===== src/hw/rtl/lpni_pkg.sv =====
// ----------------------------------------------------------------------------
// lpni_pkg
// shared types and constants of the polyline / line nearest intersection unit
// ----------------------------------------------------------------------------
package lpni_pkg;

   localparam int CoordBits = 10;
   localparam int HitBits   = 12;
   localparam int DistBits  = 48;
   localparam int TolBits   = 11;
   localparam int AddrBits  = 5;

   localparam logic [TolBits-1:0]  TolReset = 11'd200;
   localparam logic [HitBits-1:0]  HitSat   = '1;
   localparam logic [DistBits-1:0] DistSat  = '1;

   typedef enum logic [2:0] {
      REG_LINE_A    = 3'd0,
      REG_LINE_B    = 3'd1,
      REG_LINE_C    = 3'd2,
      REG_QUERY_X   = 3'd3,
      REG_QUERY_Y   = 3'd4,
      REG_TOLERANCE = 3'd5
   } reg_index_type;

   typedef struct packed {
      logic signed [31:0]  line_a;
      logic signed [31:0]  line_b;
      logic signed [31:0]  line_c;
      logic signed [31:0]  query_x;
      logic signed [31:0]  query_y;
      logic [TolBits-1:0]  tolerance;
   } cfg_type;

   typedef struct packed {
      logic [CoordBits-1:0] vertex_x;
      logic [CoordBits-1:0] vertex_y;
      logic                 last_vertex;
   } req_type;

   typedef struct packed {
      logic                 found;
      logic [HitBits-1:0]   hit_total;
      logic [CoordBits-1:0] nearest_u;
      logic [CoordBits-1:0] nearest_v;
      logic [DistBits-1:0]  nearest_dist_sq;
   } rsp_type;

endpackage


===== src/hw/rtl/lpni_regs.sv =====
// ----------------------------------------------------------------------------
// lpni_regs
// apb register file holding the line, query point and tolerance
// ----------------------------------------------------------------------------
module lpni_regs (
   input  logic                      clock,
   input  logic                      reset,
   input  logic                      psel,
   input  logic                      penable,
   input  logic                      pwrite,
   input  logic [lpni_pkg::AddrBits-1:0] paddr,
   input  logic [31:0]               pwdata,
   output logic [31:0]               prdata,
   output logic                      pready,
   output lpni_pkg::cfg_type         cfg
);
   import lpni_pkg::*;

   cfg_type       cfg_ff;
   cfg_type       cfg_in;
   reg_index_type idx;
   logic          wr_en;

   assign idx    = reg_index_type'(paddr[AddrBits-1:2]);
   assign wr_en  = psel && penable && pwrite;
   assign pready = 1'b1;
   assign cfg    = cfg_ff;

   always_comb begin
      cfg_in = cfg_ff;
      if (wr_en) begin
         case (idx)
            REG_LINE_A:    cfg_in.line_a    = pwdata;
            REG_LINE_B:    cfg_in.line_b    = pwdata;
            REG_LINE_C:    cfg_in.line_c    = pwdata;
            REG_QUERY_X:   cfg_in.query_x   = pwdata;
            REG_QUERY_Y:   cfg_in.query_y   = pwdata;
            REG_TOLERANCE: cfg_in.tolerance = pwdata[TolBits-1:0];
            default:       cfg_in = cfg_ff;
         endcase
      end
   end

   always_comb begin
      case (idx)
         REG_LINE_A:    prdata = cfg_ff.line_a;
         REG_LINE_B:    prdata = cfg_ff.line_b;
         REG_LINE_C:    prdata = cfg_ff.line_c;
         REG_QUERY_X:   prdata = cfg_ff.query_x;
         REG_QUERY_Y:   prdata = cfg_ff.query_y;
         REG_TOLERANCE: prdata = {21'b0, cfg_ff.tolerance};
         default:       prdata = 32'b0;
      endcase
   end

   always_ff @(posedge clock) begin
      if (reset) begin
         cfg_ff.line_a    <= '0;
         cfg_ff.line_b    <= '0;
         cfg_ff.line_c    <= '0;
         cfg_ff.query_x   <= '0;
         cfg_ff.query_y   <= '0;
         cfg_ff.tolerance <= TolReset;
      end else begin
         cfg_ff <= cfg_in;
      end
   end

endmodule


===== config.mk =====
export PLATFORM = sky130hd
export DESIGN_NAME = lpni_regs
export DESIGN_NICKNAME = d
export VERILOG_FILES = /design/src/hw/rtl/lpni_pkg.sv /design/src/hw/rtl/lpni_regs.sv
export SDC_FILE = /design/constraint.sdc
export NUM_CORES = 1
export LEC_CHECK = 0
export ABC_CLOCK_PERIOD_IN_PS = 1300
export BUFFER_PORTS_ARGS = -buffer_cell sky130_fd_sc_hd__buf_2
export CAP_MARGIN = 20
export CORE_ASPECT_RATIO = 0.5
export CORE_MARGIN = 2
export CORE_UTILIZATION = 30
export CTS_CLUSTER_DIAMETER = 40
export DETAILED_ROUTE_END_ITERATION = 16
export PLACE_DENSITY = 0.48
export SYNTH_ARGS = -nofsm -noshare
export SYNTH_HDL_FRONTEND = slang
export SYNTH_SLANG_ARGS = --single-unit

===== constraint.sdc =====
create_clock -name clock -period 1.3 [get_ports clock]
set_clock_uncertainty 0.1 [all_clocks]
set_input_delay 0 -clock clock [delete_from_list [all_inputs] [get_ports clock]]
set_output_delay 0 -clock clock [all_outputs]
set_load 0.01 [all_outputs]

==> impl_metrics.toml, run 1 <==
[status]
outcome = "finished with violations"
violations = "negative setup slack"

[flow_run]
cap_violations = 0

[floorplan]
coreArea_um2 = 26600
initial_utilization = 0.308
die-area_um2 = 28800
die_w_um = 238
dieHeight_um = 121
num_rows = 42
io_pins = 246

[route]
drc = 0
first_pass_iters = 5
vias = 7798
drt.antenna.violating_nets = 0
drtIter0Drc = 519
via_per_inst = 5.00
finalWirelength_um = 30600
wl_per_cell_um = 19.6

[timing]
relSlewSlack = 0.554
max_freq_mhz = 624
fin_setup_tns_ps = -7520
setup_slack_ps = -302
fin_crit_ps = 1600
tightestPinTransition_ps = 669
slew_viol_final = 0
finalSetupViolations = 32
period_share = 1.23
hold_viol = 0
rsz0062_at_grt = "true"

[final_layout]
syn2layout_area_growth_pct = 44.4
drive_gt1_frac = 0.451
regArea_um2 = 3510
largest_reg_flops = 171
fillers = 2573
final_nets = 1238
diodes = 0
multi_input_area_um2 = 4690

[synthesis]
ys_ff_latch = 171
synthCells = 875
synth-seq-area-share = 0.417
ys_warn_count = 0
synth_edf_count = 0
syn_area_um2 = 8210
synth.distinct_cells = 29
synth_flop_cell = "dfxtp_1"
syn-num-nets = 917
syn_avg_cell_area_um2 = 9.38
ys_async_sr_fraction = 0

[clock_tree]
cts_inserted_buffers = 17
clk_latency_ps = 440
htreeDepth = 4
clockBufferDepth = 2
clk_pin_slew_ps = 60
cts.sink_count = 171
tritoncts = "done"
root_buffer = "clkbuf_16"

[setup_path]
cp.depth = 4
worstSetupEndpointType = "output pin"
slowest_stage = "dfxtp_2"
path_buf_inv = 1
path_class = "register to output pin"
arrival_ps = 1500
cp.required_ps = 1200
startpoint_type = "register"
path_max_fanout = 3
cpLargestDelayFamily = "flip-flops"
rr_worst_depth = 3
r2r_slack_ps = 430
worst_path_largest_cell_delay_ps = 340
cp_cell_sequence = "mux2_4 -> a221oi_2 -> nor2_1 -> buf_2"

[pwr]
p_int_mw = 8.56
p_total_mw = 11.5
p_per_area_nw_per_um2 = 968
power.leakage_nw = 5.85
clkPwrFrac = 0.423
pwr-share-comb = 0.114
p_sw_frac = 0.253
p_sw_mw = 2.90
peakVddDrop_mv = 0.872
seqPwrFrac = 0.463

[global_route]
antenna_found_initial = 0
grt_pass1_wl_um = 45600
grt_max_degree = 71
overflow = 0
grt_pass1_vias = 7512
grtUsageTotal = 0.210

[placement]
hpwl_um = 20900
port_buffers = 242
gp_congestion = 0.801
post-place-ws_ps = -314

[min_path]
whs_path_depth = 5
hp-class = "input port to register"
==> placed cells by master (no fill, tap or decap), types with 21 or more instances in the layout <==
cell and instances:
nand3_1 65, buf_2 237, a21oi_1 66, mux2i_1 129, dfxtp_1 101, dlygate4sd3_1 33
mux2_4 21, nand2b_1 137, nor2_1 25, dfxtp_2 70, buf_4 96, o21ai_0 64
==> cells in the mapped netlist (2+ instances only) <==
library cell  count  area (µm²)
mux2i_1         133        1330
a221oi_1         20         175
a22oi_1          16         120
o21ai_0          73         365
a21oi_1          66         330
buf_6             6        67.6
nand2b_1        138         863
mux2_2           40         450
o21a_1           18         135
nor2b_1           3        18.8
clkbuf_1         50         188
buf_4             6        45.0
o221ai_1          2        17.5
dfxtp_1         171        3420
buf_2            25         125
nand3_1          65         325
nand2_1           7        26.3
nor2_1           25        93.8
==> tightest hold or removal path: cells and delay by family <==
family | cells | cell delay (ps)
buf+inv | 2 | 330
mux | 1 | 90
simple gates | 2 | 230
==> final timing paths <==
check,from,endpoint
setup reg to reg,cfg[141],cfg[141]
hold reg to reg,cfg[1],cfg[1]
hold / removal,penable,cfg[12]
setup / recovery,cfg[106],prdata[31]
==> per-layer routing <==
metal,track usage,share of wire
met5,0,0
met1,0.275,0.46
met2,0.351,0.48
met3,0.0334,0.031
met4,0.0770,0.026
==> metrics by stage <==
stage                     std cells  hold WS (ps)  instance area [µm²]  utilization
after detailed placement       1453           182                10200        0.384
final                          1560           146                11800        0.445
after floorplan                 875          47.7                 8210            -
after global placement         1453           177                10200        0.384
after CTS                      1555           133                11700        0.439
after global routing           1560           150                11800        0.445
==> power groups by stage <==
stage          Combinational [mW]  Sequential (mW)  Clock, mW
6_report                     1.31             5.31       4.85
5_1_grt                      1.39             5.31       5.22
4_1_cts                      1.28             5.31       4.95
3_5_place_dp                 1.13             5.43          0
3_3_place_gp                 1.13             5.43          0
2_1_floorplan               0.579             5.44          0
==> final cells by class <==
type | count | area share
multi-input cells | 616 | 0.396
flip-flops and latches | 171 | 0.296
repair buffers | 389 | 0.225
clock buffers | 23 | 0.0395
well taps | 352 | 0.0372
clock inverters | 8 | 0.00591
inverters | 1 | 0.000317
==> cell families (layout without fill, tap and decap cells) <==
group | after synthesis | count (layout) | share of synthesized area
AOI/OAI and AO/OA | 195 | 195 | 0.139
and+or+nand+nor | 246 | 246 | 0.171
DFF | 171 | 171 | 0.417
muxes | 174 | 174 | 0.220
buffers and inverters | 88 | 421 | 0.0523
other | 1 | 1 | 0.000457
==> timing repair <==
item                                    in CTS  in global routing
pin swaps                                   29                 27
cloned                                       0                  1
hold buffers                                33                  0
gates resized for setup                    115                 33
hold endpoints to repair                   171                  0
endpoints found under the setup margin      32                 32
setup buffers                               38                  4
Power figures use the tool's default switching activity.
==> inputs of run 2 (changes only) <==
REMOVE_ABC_BUFFERS = 1   (was default)
==> impl_metrics.toml, run 2 (synthesized netlist as in run 1, its figures left out) <==
[timing]
period_share = 1.24
setup_slack_ps = -307
hold_viol = 0
max_freq_mhz = 622
rsz0062_at_grt = "true"
finalSetupViolations = 30
relSlewSlack = 0.541
tightestPinTransition_ps = 689
fin_setup_tns_ps = -7190
slew_viol_final = 0
fin_crit_ps = 1610
hold_slack_ps = 155

[min_path]
hp-class = "input port to register"
min-delay-start = "paddr[2]"

[setup_path]
path_class = "register to output pin"
crit_start = "cfg[158]"
cp.required_ps = 1200
r2r_slack_ps = 330
reg2reg_from = "cfg[156]"
crit_end = "prdata[19]"
worst_path_largest_cell_delay_ps = 340
r2r-end = "cfg[156]"
startpoint_type = "register"
rr_worst_depth = 4
worstSetupEndpointType = "output pin"
path_max_fanout = 3
slowest_stage = "dfxtp_2"
arrival_ps = 1510
cp_cell_sequence = "mux2_4 -> a221oi_2 -> nor2_1 -> buf_2"

[clock_tree]
clockBufferDepth = 2
clk_latency_ps = 430
htreeDepth = 4
tritoncts = "done"
clk_pin_slew_ps = 70
cts_inserted_buffers = 17
cts.sink_count = 171
root_buffer = "clkbuf_16"

[final_layout]
final_cell_mix = "239 x buf_2, 137 x nand2b_1, 133 x mux2i_1"
final_util = 0.448
syn2layout_area_growth_pct = 45.4
multi_input_area_um2 = 4700
fillers = 2561
final_nets = 1231
regArea_um2 = 3510
largest_reg_flops = 171
drive_gt1_frac = 0.450
layout.cells.most_common = "buf_2"

[placement]
hpwl_um = 21800
port_buffers = 242
gp_congestion = 0.811
post-place-ws_ps = -171

[global_route]
grt_pass1_wl_um = 47800
antenna_found_initial = 0
grtUsageTotal = 0.216
grt_pass1_vias = 7974
grt_max_degree = 65
overflow = 0

[route]
first_pass_iters = 5
vias = 7861
via_per_inst = 5.06
drtIter0Drc = 583
finalWirelength_um = 31600
wl_per_cell_um = 20.4
drt.antenna.violating_nets = 0
drc = 0

[floorplan]
die_w_um = 238
initial_utilization = 0.308
die-area_um2 = 28800
io_pins = 246
dieHeight_um = 121
num_rows = 42
coreArea_um2 = 26600

[status]
violations = "negative setup slack"
outcome = "finished with violations"

[pwr]
power.leakage_nw = 5.88
peakVddDrop_mv = 0.942
p_per_area_nw_per_um2 = 1030

[flow_run]
cap_violations = 0
-- run 2: cell types whose count changed in the layout (fill, tap and decap cells not counted), sizes merged --
| cell | previous run | this run |
|---|---|---|
| buf | 354 | 349 |
| bufinv | 1 | 5 |
| clkbuf | 25 | 19 |
| diode | 0 | 1 |
-- run 2: area by class of cell --
class / instances / share of cell area
clock buffer: 19 / 0.0363
clock inverter: 12 / 0.0166
multi-input combinational: 616 / 0.394
timing repair buffer: 382 / 0.222
tap: 352 / 0.0369
sequential: 171 / 0.294
inverter: 1 / 0.000315
antenna: 1 / 0.000210
-- run 2: report_power, final --
part           switching [mW]  internal, mW  leakage [nW]  total (mW)
clock                    2.22          3.40         0.303        5.62
combinational           0.737         0.568          4.16        1.31
sequential             0.0316          5.28          1.41        5.31
total                    2.99          9.24          5.88        12.2
-- run 2: routing by layer --
| metal | vias up | track usage | part of all wire |
|---|---|---|---|
| met2 | 138 | 0.371 | 0.50 |
| met5 | - | 0 | 0 |
| met1 | 3962 | 0.276 | 0.45 |
| met4 | 0 | 0.0767 | 0.016 |
| li1 | 3733 | - | - |
| met3 | 28 | 0.0346 | 0.032 |
-- run 2: worst min-delay path by stage --
| stage | end | slack [ps] | depth (start not counted) |
|---|---|---|---|
| finish | cfg[26] | 150 | 4 |
| global route | cfg[42] | 160 | 4 |
| CTS | cfg[17] | 130 | 4 |
| detailed placement | cfg[127] | 180 | 3 |
| global placement | cfg[127] | 170 | 3 |
| floorplan | cfg[107] | -30 | 1 |
-- run 2: stage by stage --
stage / area, µm² / cells / total power, mW
floorplan: 7780 / 788 / 5.84
global placement: 10300 / 1455 / 6.56
detailed placement: 10300 / 1455 / 6.57
CTS: 11700 / 1545 / 12.3
global route: 11900 / 1553 / 12.6
finish: 11900 / 1554 / 12.2
-- run 2: critical path, delay by kind of cell, from the launching register on --
kind	cells	cell delay [ps]
AOI/OAI and AO/OA	1	260
buffers and inverters	1	140
DFF	1	340
muxes	1	280
and+or+nand+nor	1	60
-- run 2: repair_timing --
action / 4_1_cts / 5_1_grt
setup endpoints to repair: 32 / 32
pin swaps: 15 / 25
hold buffers: 33 / 0
hold endpoints to repair: 171 / 0
buffers inserted: 26 / 8
resized for setup: 91 / 56
==> inputs of run 3 (changes only) <==
ABC_AREA = 1   (was default)
CTS_BUF_LIST = sky130_fd_sc_hd__clkbuf_16   (was default)
SKIP_LAST_GASP = 1   (was default)
==> impl_metrics.toml, run 3 <==
[timing]
hold_slack_ps = -47.6
max_freq_mhz = 747
fin_setup_tns_ps = -418
period_share = 1.03
hold_viol = 55
slew_viol_final = 0
setup_slack_ps = -39.4
tightestPinTransition_ps = 497
rsz0062_at_grt = "true"
relSlewSlack = 0.667
finalSetupViolations = 20
fin_crit_ps = 1340

[setup_path]
path_class = "register to output pin"
worstSetupEndpointType = "output pin"
startpoint_type = "register"
arrival_ps = 1240
path_max_fanout = 3
cp.required_ps = 1200

[clock_tree]
clk_pin_slew_ps = 70
clockBufferDepth = 2
tritoncts = "done"
cts.sink_count = 171
cts_inserted_buffers = 17
root_buffer = "clkbuf_16"
htreeDepth = 4
clk_latency_ps = 450

[global_route]
grt_pass1_wl_um = 50500
antenna_found_initial = 1
grt_max_degree = 70
grt_pass1_vias = 8722
grtUsageTotal = 0.226
overflow = 0

[synthesis]
syn_area_um2 = 8410
ys_async_sr_fraction = 0
ys_warn_count = 0
synth_top_family_by_area = "simple AND/OR/NAND/NOR gates"
yosysTopAreaCell = "dfxtp_1"
synth_commonest_cells = "394 x nor2_1, 382 x nand2_1, 177 x nand3_1"
synth.distinct_cells = 17
synth-adder-area-share = 0
synth_flop_cell = "dfxtp_1"
synth_most_common_cell = "nor2_1"
synth_compound_gate_area_share = 0.00297
synthMuxAreaShare = 0
synth_simple_gate_area_share = 0.495
synth_top_area_share = 0.407
synth_edf_count = 0
synthCells = 1369
syn_avg_cell_area_um2 = 6.14
synth_xor_area_frac = 0
synth-seq-area-share = 0.407
ys_top_cells_by_area = "dfxtp_1 41%, nor2_1 18%, nand2_1 17%, nand3_1 11%, inv_1 3.9%"
ys_ff_latch = 171

[pwr]
p_sw_mw = 3.18
seqPwrFrac = 0.458
clkPwrFrac = 0.408
power.leakage_nw = 6.41
pwr-share-comb = 0.135
p_per_area_nw_per_um2 = 908
p_int_mw = 8.52
peakVddDrop_mv = 0.942
p_sw_frac = 0.272

[placement]
placed_area_um2 = 10500
place_inst = 1963
port_buffers = 242
hpwl_um = 23000
gp_congestion = 0.805

[floorplan]
dieHeight_um = 122
die_w_um = 241
coreArea_um2 = 27700
die-area_um2 = 29500
num_rows = 43
initial_utilization = 0.304
io_pins = 246

[final_layout]
largest_reg_flops = 171
final_nets = 1802
stdcell_count = 2154
fillers = 2892
fin_area_um2 = 12900
final_util = 0.466
syn2layout_area_growth_pct = 53.2
diodes = 0
layout.cells.most_common = "nand2_1"
drive_gt1_frac = 0.348
final_cell_mix = "375 x nand2_1, 364 x nor2_1, 237 x buf_2"

[route]
drc = 0
via_per_inst = 4.70
first_pass_iters = 5
drtIter0Drc = 1002
vias = 10100
finalWirelength_um = 35700
wl_per_cell_um = 16.6
drt.antenna.violating_nets = 0

[min_path]
hp-class = "input port to register"

[status]
outcome = "finished with violations"
violations = "negative hold slack, negative setup slack"

[flow_run]
cap_violations = 0
==> run 3: area by class of cell <==
| class | count | area [µm²] | share of cell area |
|---|---|---|---|
| multi-input combinational | 1012 | 4450 | 0.346 |
| sequential | 171 | 3550 | 0.275 |
| timing repair buffer | 468 | 3540 | 0.275 |
| tap | 382 | 478 | 0.0371 |
| clock buffer | 17 | 425 | 0.0330 |
| inverter | 90 | 350 | 0.0272 |
| clock inverter | 14 | 90.1 | 0.00699 |
==> run 3: path summary, 6_finish.rpt <==
path                 from   endpoint  slack [ps]  cells past startpoint
setup / recovery   cfg[9]  prdata[9]         -40                      5
hold / removal      reset   cfg[155]         -50                      5
setup reg to reg   cfg[7]     cfg[7]         360                      4
hold reg to reg   cfg[45]    cfg[45]         390                      2
==> run 3: per-layer routing <==
metal	vias to the layer above	GRT usage	part of all wire	wire (µm)
li1	5021	-	-	-
met1	4731	0.309	0.46	16400
met2	322	0.367	0.46	16600
met3	43	0.0367	0.057	2030
met4	0	0.0679	0.019	672
met5	-	0	0	0
==> run 3: power groups by stage <==
stage / Clock (mW) / Combinational, mW / Sequential, mW
after floorplan: 0 / 0.524 / 5.50
after global placement: 0 / 1.19 / 5.48
after detailed placement: 0 / 1.20 / 5.48
after CTS: 4.87 / 1.40 / 5.36
after global routing: 5.12 / 1.70 / 5.36
final: 4.77 / 1.57 / 5.36
==> run 3: critical path, cell delays in order, from the launching register on <==
cell     delay, ps
dfxtp_2        330
nand4_1        100
nand2_2         60
nor2_2         110
nand2_1         60
buf_2          140
==> run 3: logic make-up (layout without fill, tap and decap cells) <==
family                 count (synthesis)  after routing
AO/OA/AOI/OAI                          5              5
other                                  1              1
AND/OR/NAND/NOR                     1006           1006
buffers and inverters                186            589
flip-flops                           171            171
==> run 3: what timing repair did <==
action	in CTS	in global routing
hold buffers	61	12
hold endpoints to repair	171	11
endpoints found under the setup margin	32	61
setup buffers	64	20
resized for setup	121	66
cloned	0	5
pin swaps	82	53
==> run 3: metrics by stage <==
step / worst slack (ps) / power, mW
2_1_floorplan: -1350 / 6.03
3_3_place_gp: -9.28 / 6.67
3_5_place_dp: -51.2 / 6.68
4_1_cts: -79.6 / 11.6
5_1_grt: -134 / 12.2
6_report: -39.4 / 11.7
